===== src/hw/rtl/thr_pkg.sv =====
package thr_pkg;

  localparam int MAX_ENTRIES_DEF = 16;

  localparam int COORD_W = 12;
  localparam int CFG_IDX_W = 1;
  localparam int CFG_DATA_W = 12;

  localparam logic [CFG_IDX_W-1:0] CFG_SCREEN_WIDTH = 1'd0;
  localparam logic [CFG_IDX_W-1:0] CFG_SCREEN_HEIGHT = 1'd1;

  localparam logic [COORD_W-1:0] SCREEN_WIDTH_RST = 12'd320;
  localparam logic [COORD_W-1:0] SCREEN_HEIGHT_RST = 12'd240;

  localparam logic [2:0] CMD_DEFINE = 3'd0;
  localparam logic [2:0] CMD_TOUCH = 3'd1;
  localparam logic [2:0] CMD_ACTIVATE_ALL = 3'd2;
  localparam logic [2:0] CMD_DEACTIVATE_ALL = 3'd3;
  localparam logic [2:0] CMD_SET_ONE = 3'd4;

  localparam logic [1:0] ST_OK = 2'd0;
  localparam logic [1:0] ST_CLAMP_RIGHT = 2'd1;
  localparam logic [1:0] ST_CLAMP_BOTTOM = 2'd2;

  typedef struct packed {
    logic [2:0]         command;
    logic [3:0]         entry_index;
    logic [11:0]        pos_x;
    logic [11:0]        pos_y;
    logic [7:0]         box_width;
    logic [7:0]         box_height;
    logic [7:0]         touch_border;
    logic signed [15:0] button_value;
    logic               active_flag;
  } req_t;

  typedef struct packed {
    logic [1:0]         status;
    logic               hit;
    logic [3:0]         hit_index;
    logic signed [15:0] hit_value;
    logic [11:0]        edge_right;
    logic [11:0]        edge_bottom;
  } rsp_t;

  typedef struct packed {
    logic [11:0]        left;
    logic [11:0]        top;
    logic [11:0]        right;
    logic [11:0]        bottom;
    logic [7:0]         margin;
    logic signed [15:0] payload;
  } entry_t;

  typedef struct packed {
    logic [11:0] edge_pos;
    logic        clamped;
  } far_edge_t;

  // Far edge of a span, clamped to one below the limit.
  function automatic far_edge_t far_edge(input logic [11:0] start, input logic [7:0] size,
                                         input logic [11:0] limit);
    logic [12:0] sz;
    logic [12:0] e;
    far_edge_t   res;
    sz = (size == 8'd0) ? 13'd1 : {5'd0, size};
    e = {1'b0, start} + sz - 13'd1;
    res.clamped = (e >= {1'b0, limit});
    if (res.clamped) begin
      res.edge_pos = (limit == 12'd0) ? 12'd0 : limit - 12'd1;
    end else begin
      res.edge_pos = e[11:0];
    end
    return res;
  endfunction

endpackage


===== src/hw/rtl/touch_region_hit_table_top.sv =====
// Touch rectangle table. A define, activate-all, deactivate-all or set-one
// request is taken at once and its result appears on the following
// cycle; busy stays low, so such requests may be issued back to back. A touch
// check holds busy until its scan ends at the first hit or after the last
// entry: the rectangle memory has one read port and the scan reads one entry
// per cycle, comparing each on its registered read data. The result is
// presented for exactly one cycle with done high and cannot be held off, so
// the receiver must capture it on that cycle. Screen size registers may be
// written at any time the block is idle.
module touch_region_hit_table_top #(
  parameter int MAX_ENTRIES = thr_pkg::MAX_ENTRIES_DEF
) (
  input  logic                                  clk,
  input  logic                                  rst,
  input  logic                                  start,
  output logic                                  busy,
  input  thr_pkg::req_t                         request,
  output logic                                  done,
  output thr_pkg::rsp_t                         result,
  input  logic                                  cfg_wr_en,
  input  logic [thr_pkg::CFG_IDX_W-1:0]         cfg_index,
  input  logic [thr_pkg::CFG_DATA_W-1:0]        cfg_data
);

  import thr_pkg::*;

  localparam int IW = (MAX_ENTRIES > 1) ? $clog2(MAX_ENTRIES) : 1;
  localparam logic [IW-1:0] LAST_IDX = IW'(MAX_ENTRIES - 1);
  localparam int EW = $bits(entry_t);

  typedef enum logic {IDLE, SCAN} state_t;

  state_t                 state;
  logic [COORD_W-1:0]     screen_width;
  logic [COORD_W-1:0]     screen_height;
  logic [MAX_ENTRIES-1:0] entry_valid;
  logic [MAX_ENTRIES-1:0] entry_active;
  logic [IW-1:0]          scan_idx;
  logic                   issue_done;
  logic                   cmp_vld;
  logic [IW-1:0]          cmp_idx;
  logic [COORD_W-1:0]     touch_x;
  logic [COORD_W-1:0]     touch_y;

  logic                   accept;
  logic [IW+3:0]          idx_wide;
  logic                   idx_ok;
  logic [IW-1:0]          idx;
  far_edge_t              fe_x;
  far_edge_t              fe_y;
  entry_t                 new_entry;
  logic                   wr_en;
  logic                   issue;
  entry_t                 rd_entry;
  logic [EW-1:0]          rd_bits;
  logic [12:0]            lo_x;
  logic [12:0]            lo_y;
  logic [12:0]            hi_x;
  logic [12:0]            hi_y;
  logic                   match;
  logic                   scan_end;
  rsp_t                   define_rsp;
  rsp_t                   scan_rsp;

  assign accept = start && !busy;
  assign busy = (state != IDLE);

  assign idx_wide = (IW + 4)'(request.entry_index);
  assign idx_ok = idx_wide < (IW + 4)'(MAX_ENTRIES);
  assign idx = idx_wide[IW-1:0];

  assign fe_x = far_edge(request.pos_x, request.box_width, screen_width);
  assign fe_y = far_edge(request.pos_y, request.box_height, screen_height);

  always_comb begin
    new_entry.left = request.pos_x;
    new_entry.top = request.pos_y;
    new_entry.right = fe_x.edge_pos;
    new_entry.bottom = fe_y.edge_pos;
    new_entry.margin = request.touch_border;
    new_entry.payload = request.button_value;
  end

  // Result of a request that answers at once; all zero unless it is a define with a valid index.
  always_comb begin
    define_rsp = '0;
    if ((request.command == CMD_DEFINE) && idx_ok) begin
      define_rsp.edge_right = fe_x.edge_pos;
      define_rsp.edge_bottom = fe_y.edge_pos;
      // A bottom clamp takes precedence over a right clamp.
      if (fe_y.clamped) begin
        define_rsp.status = ST_CLAMP_BOTTOM;
      end else if (fe_x.clamped) begin
        define_rsp.status = ST_CLAMP_RIGHT;
      end else begin
        define_rsp.status = ST_OK;
      end
    end
  end

  assign wr_en = accept && (request.command == CMD_DEFINE) && idx_ok;
  assign issue = (state == SCAN) && !issue_done;

  thr_ram #(
    .WIDTH(EW),
    .DEPTH(MAX_ENTRIES)
  ) u_entry_ram (
    .clk    (clk),
    .wr_en  (wr_en),
    .wr_addr(idx),
    .wr_data(new_entry),
    .rd_en  (issue),
    .rd_addr(scan_idx),
    .rd_data(rd_bits)
  );

  assign rd_entry = entry_t'(rd_bits);

  // Rectangle grown by the margin; the near edges stop at zero.
  always_comb begin
    lo_x = ({5'd0, rd_entry.margin} > {1'b0, rd_entry.left}) ? 13'd0 :
           {1'b0, rd_entry.left} - {5'd0, rd_entry.margin};
    lo_y = ({5'd0, rd_entry.margin} > {1'b0, rd_entry.top}) ? 13'd0 :
           {1'b0, rd_entry.top} - {5'd0, rd_entry.margin};
    hi_x = {1'b0, rd_entry.right} + {5'd0, rd_entry.margin};
    hi_y = {1'b0, rd_entry.bottom} + {5'd0, rd_entry.margin};
    match = entry_valid[cmp_idx] && entry_active[cmp_idx] &&
            ({1'b0, touch_x} >= lo_x) && ({1'b0, touch_x} <= hi_x) &&
            ({1'b0, touch_y} >= lo_y) && ({1'b0, touch_y} <= hi_y);
  end

  assign scan_end = cmp_vld && (match || (cmp_idx == LAST_IDX));

  always_comb begin
    scan_rsp = '0;
    if (match) begin
      scan_rsp.hit = 1'b1;
      scan_rsp.hit_index = 4'(cmp_idx);
      scan_rsp.hit_value = rd_entry.payload;
    end
  end

  always_ff @(posedge clk) begin
    if (rst) begin
      state <= IDLE;
      done <= 1'b0;
      result <= '0;
      screen_width <= SCREEN_WIDTH_RST;
      screen_height <= SCREEN_HEIGHT_RST;
      entry_valid <= '0;
      entry_active <= '0;
      scan_idx <= '0;
      issue_done <= 1'b0;
      cmp_vld <= 1'b0;
      cmp_idx <= '0;
      touch_x <= '0;
      touch_y <= '0;
    end else begin
      if (cfg_wr_en) begin
        unique case (cfg_index)
          CFG_SCREEN_WIDTH:  screen_width <= cfg_data;
          CFG_SCREEN_HEIGHT: screen_height <= cfg_data;
          default: ;
        endcase
      end
      unique case (state)
        IDLE: begin
          done <= accept && (request.command != CMD_TOUCH);
          if (accept) begin
            result <= define_rsp;
            unique case (request.command)
              CMD_DEFINE: begin
                if (idx_ok) begin
                  entry_valid[idx] <= 1'b1;
                end
              end
              CMD_TOUCH: begin
                state <= SCAN;
                touch_x <= request.pos_x;
                touch_y <= request.pos_y;
                scan_idx <= '0;
                issue_done <= 1'b0;
                cmp_vld <= 1'b0;
              end
              CMD_ACTIVATE_ALL:   entry_active <= '1;
              CMD_DEACTIVATE_ALL: entry_active <= '0;
              CMD_SET_ONE: begin
                if (idx_ok) begin
                  entry_active[idx] <= request.active_flag;
                end
              end
              default: ;
            endcase
          end
        end
        SCAN: begin
          done <= scan_end;
          if (scan_end) begin
            state <= IDLE;
            cmp_vld <= 1'b0;
            result <= scan_rsp;
          end else begin
            cmp_vld <= issue;
            cmp_idx <= scan_idx;
            if (issue) begin
              if (scan_idx == LAST_IDX) begin
                issue_done <= 1'b1;
              end else begin
                scan_idx <= scan_idx + IW'(1);
              end
            end
          end
        end
        default: begin
          state <= IDLE;
          done <= 1'b0;
        end
      endcase
    end
  end

endmodule


===== src/hw/rtl/thr_ram.sv =====
module thr_ram #(
  parameter int WIDTH = 8,
  parameter int DEPTH = 16,
  localparam int AW = (DEPTH > 1) ? $clog2(DEPTH) : 1
) (
  input  logic             clk,
  input  logic             wr_en,
  input  logic [AW-1:0]    wr_addr,
  input  logic [WIDTH-1:0] wr_data,
  input  logic             rd_en,
  input  logic [AW-1:0]    rd_addr,
  output logic [WIDTH-1:0] rd_data
);

  logic [WIDTH-1:0] mem [DEPTH];

  always_ff @(posedge clk) begin
    if (wr_en) begin
      mem[wr_addr] <= wr_data;
    end
    if (rd_en) begin
      rd_data <= mem[rd_addr];
    end
  end

endmodule


===== config.mk =====
export PLATFORM = sky130hd
export DESIGN_NAME = touch_region_hit_table_top
export DESIGN_NICKNAME = d
export VERILOG_FILES = /design/src/hw/rtl/thr_pkg.sv /design/src/hw/rtl/touch_region_hit_table_top.sv /design/src/hw/rtl/thr_ram.sv
export SDC_FILE = /design/constraint.sdc
export NUM_CORES = 2
export LEC_CHECK = 0
export ABC_AREA = 1
export BUFFER_PORTS_ARGS = -buffer_cell sky130_fd_sc_hd__buf_2
export CELL_PAD_IN_SITES_DETAIL_PLACEMENT = 1
export CELL_PAD_IN_SITES_GLOBAL_PLACEMENT = 2
export CORE_ASPECT_RATIO = 1.1
export CORE_UTILIZATION = 48
export DETAILED_ROUTE_END_ITERATION = 8
export PLACE_DENSITY_LB_ADDON = 0.05
export SYNTH_ARGS = -nofsm -noshare
export SYNTH_HDL_FRONTEND = slang
export SYNTH_SLANG_ARGS = --single-unit

===== constraint.sdc =====
create_clock -name clk -period 9.8 [get_ports clk]
set_clock_uncertainty 0.15 [all_clocks]
set_input_delay 0.49 -clock clk [delete_from_list [all_inputs] [get_ports clk]]
set_output_delay 0.49 -clock clk [all_outputs]
set_load 0.05 [all_outputs]

==> impl_metrics.yaml <==
place:
  placed_cells: 6008
  port_buffers: 137
  place_congestion: 0.840
  dp_hpwl_um: 98900
  placed_area_um2: 60100
setup_path:
  cp_slowest_cell: "o21ai_0"
  rrSetupSlack_ps: 4480
  cp_common_cell: "nand2_1"
  r2r_cells: 27
  slowest_delay_ps: 850
  cp-start-kind: "input port"
  r2r-end: "result[26]"
  cp.required_ps: 10060
  timing.rr.start: "u_entry_ram.rd_data[17]"
  worstPathArrival_ps: 6170
  setup.worst_path.class: "input port to register"
  worst-path-max-fanout: 25
  end_kind: "register"
final_layout:
  nNetsFinal: 4905
  syn_to_final_growth_pct: 12.9
  final_cell_mix: "edfxtp_1, nor2_1, o21ai_0"
  layout_commonest_cell: "edfxtp_1"
  final_area_um2: 65300
  drive_gt1_frac: 0.0964
  n_fill_cell: 11800
  stdcell_count: 6340
sta:
  finalSetupTns_ps: 0
  whs_ps: 67.0
  fin_crit_sh: 0.603
  finalSetupViolCount: 0
  hold_viol: 0
  worst_pin_slew_ps: 1380
  min_period_ps: 5910
  relSlewSlack: 0.0789
  fmaxAchievable_mhz: 169
  rsz0062_at_grt: "false"
  slew_viol_final: 0
logic_synthesis:
  synthesis.area_um2: 57800
  synth_ff_type: "edfxtp_1"
  yosysTopAreaCell: "edfxtp_1"
  syn_area_per_cell_um2: 12.8
  synth-edff-count: 1224
  syn_nets: 4764
  synthDistinctLibCells: 49
  yosysSeqAreaShare: 0.684
  synthCells: 4524
  synth_top_area_share: 0.636
  synthArstFlopShare: 0
  yosys_warnings: 0
  synth-seq-cells: 1363
  synthTopCellsByArea: "edfxtp_1, dfxtp_1, mux2i_1"
clock_network:
  clkTransAtPathRegs_ps: 60
  cts_root_buf: "clkbuf_16"
  cts_tree: "yes"
  htreeDepth: 4
  numCtsBuffers: 142
  cts.sinks: 1363
  cts_buffer_depth: 3
  clkLatencyLatePin_ps: 790
grt:
  grt_start_max_net_pins: 163
  grt_pass1_wl_um: 257000
  grt_overflow: 0
  grt_pass1_vias: 39000
  antenna_found_initial: 7
  grt_use_total: 0.286
power:
  power.internal_mw: 9.94
  pwr-share-comb: 0.102
  peakVddDrop_uv: 184
  power.switching_mw: 3.32
  clockPowerShare: 0.400
  switching_share: 0.250
  total_power_mw: 13.3
  p_leak_nw: 22.3
  seqPwrFrac: 0.497
  power_density_nw_per_um2: 203
floorplan:
  die_y_um: 366
  die_x_um: 333
  coreArea_um2: 119000
  io_pins: 138
  start_util: 0.484
  die-area_um2: 122000
  rows: 133
drt:
  vias: 37900
  wl_per_cell_um: 27.5
  wirelength_um: 174000
  vias_per_cell: 5.98
  drt-initial-drc-count: 2781
  ant_nets: 0
  drt_pass1_iterations: 7
  drc: 0
hold_path:
  holdPathStages: 3
  worstHoldPathType: "input port to register"
  holdCritStartpoint: "cfg_index"
  hold_end: "screen_width[8]"
run:
  cap_violations: 0
status:
  status: "finished clean"
registers in the layout, summed over array words and instances (netlist names), 4 cells and up, named ones only:
signal / flops
u_entry_ram.mem: 1152
screen_width: 12
touch_y: 12
cmp_idx: 4
result: 47
u_entry_ram.rd_data: 72
touch_x: 12
scan_idx: 4
entry_valid: 16
screen_height: 12
cells in the mapped netlist (18+ instances only):
| library cell | instances |
|---|---|
| a21oi_1 | 200 |
| buf_2 | 33 |
| clkbuf_1 | 211 |
| dfxtp_1 | 139 |
| edfxtp_1 | 1224 |
| ha_1 | 145 |
| inv_1 | 265 |
| mux2i_1 | 253 |
| nand2_1 | 321 |
| nand3_1 | 272 |
| nand4_1 | 27 |
| nor2_1 | 518 |
| nor3_1 | 18 |
| o211ai_1 | 51 |
| o21ai_0 | 388 |
| o221ai_1 | 253 |
| o32ai_1 | 35 |
| xor2_1 | 34 |
through the flow:
| step | setup slack (ps) | util |
|---|---|---|
| floorplan | 4590 | - |
| global route | 3310 | 0.546 |
| finish | 3890 | 0.546 |
| CTS | 3950 | 0.546 |
| detailed placement | 3560 | 0.503 |
| global placement | 3530 | 0.503 |
power by group through the flow:
stage,logic [mW],registers [mW],clock network (mW)
finish,1.35,6.59,5.31
global route,1.49,6.59,5.60
CTS,1.36,6.59,5.41
detailed placement,1.33,6.72,0
global placement,1.31,6.71,0
floorplan,0.842,6.69,0
kinds of logic (layout without fill, tap and decap cells):
| group | Yosys count | after routing | share of synthesized area |
|---|---|---|---|
| DFF | 1363 | 1363 | 0.684 |
| and+or+nand+nor | 1195 | 1195 | 0.0875 |
| AOI/OAI and AO/OA | 977 | 977 | 0.108 |
| buffers and inverters | 537 | 796 | 0.0366 |
| muxes | 253 | 253 | 0.0438 |
| adders and majority gates | 151 | 151 | 0.0335 |
| xor gates and xnor gates | 48 | 48 | 0.00727 |
| other | 0 | 5 | 0 |
layout make-up:
cell class / instances / area, µm² / area share
well taps: 1552 / 1940 / 0.0298
inverters: 270 / 1030 / 0.0158
flip-flops and latches: 1363 / 39600 / 0.606
clock buffers: 186 / 3860 / 0.0592
diodes: 5 / 12.5 / 0.000192
multi-input cells: 2624 / 16300 / 0.250
clock inverters: 76 / 689 / 0.0106
repair buffers: 264 / 1860 / 0.0286
what timing repair did:
item,in CTS,in global routing
hold endpoints to repair,784,0
hold buffers,65,0
resized for setup,0,0
setup buffers,0,0
worst max path at each step:
stage / to / slack [ps] / from / cells after the start
2_1_floorplan: u_entry_ram.mem[11][0] / 4590 / busy / 7
3_3_place_gp: u_entry_ram.mem[12][43] / 3530 / request[38] / 25
3_5_place_dp: u_entry_ram.mem[12][43] / 3560 / request[38] / 25
4_1_cts: u_entry_ram.mem[0][43] / 3950 / request[54] / 25
5_1_grt: u_entry_ram.mem[15][40] / 3310 / request[54] / 25
6_report: u_entry_ram.mem[14][43] / 3890 / request[54] / 26
metal layers:
layer	routed length, µm	track usage
met4	4080	0.0784
met5	0	0
met2	86100	0.487
met1	76700	0.387
met3	7460	0.0336
critical path, delay by kind of cell:
kind | cells | cell delay [ps]
AOI/OAI and AO/OA | 4 | 1570
xor gates and xnor gates | 1 | 180
adders and majority gates | 4 | 1160
buffers and inverters | 7 | 1580
and+or+nand+nor | 10 | 1160
(Power assumes the default switching activity.)
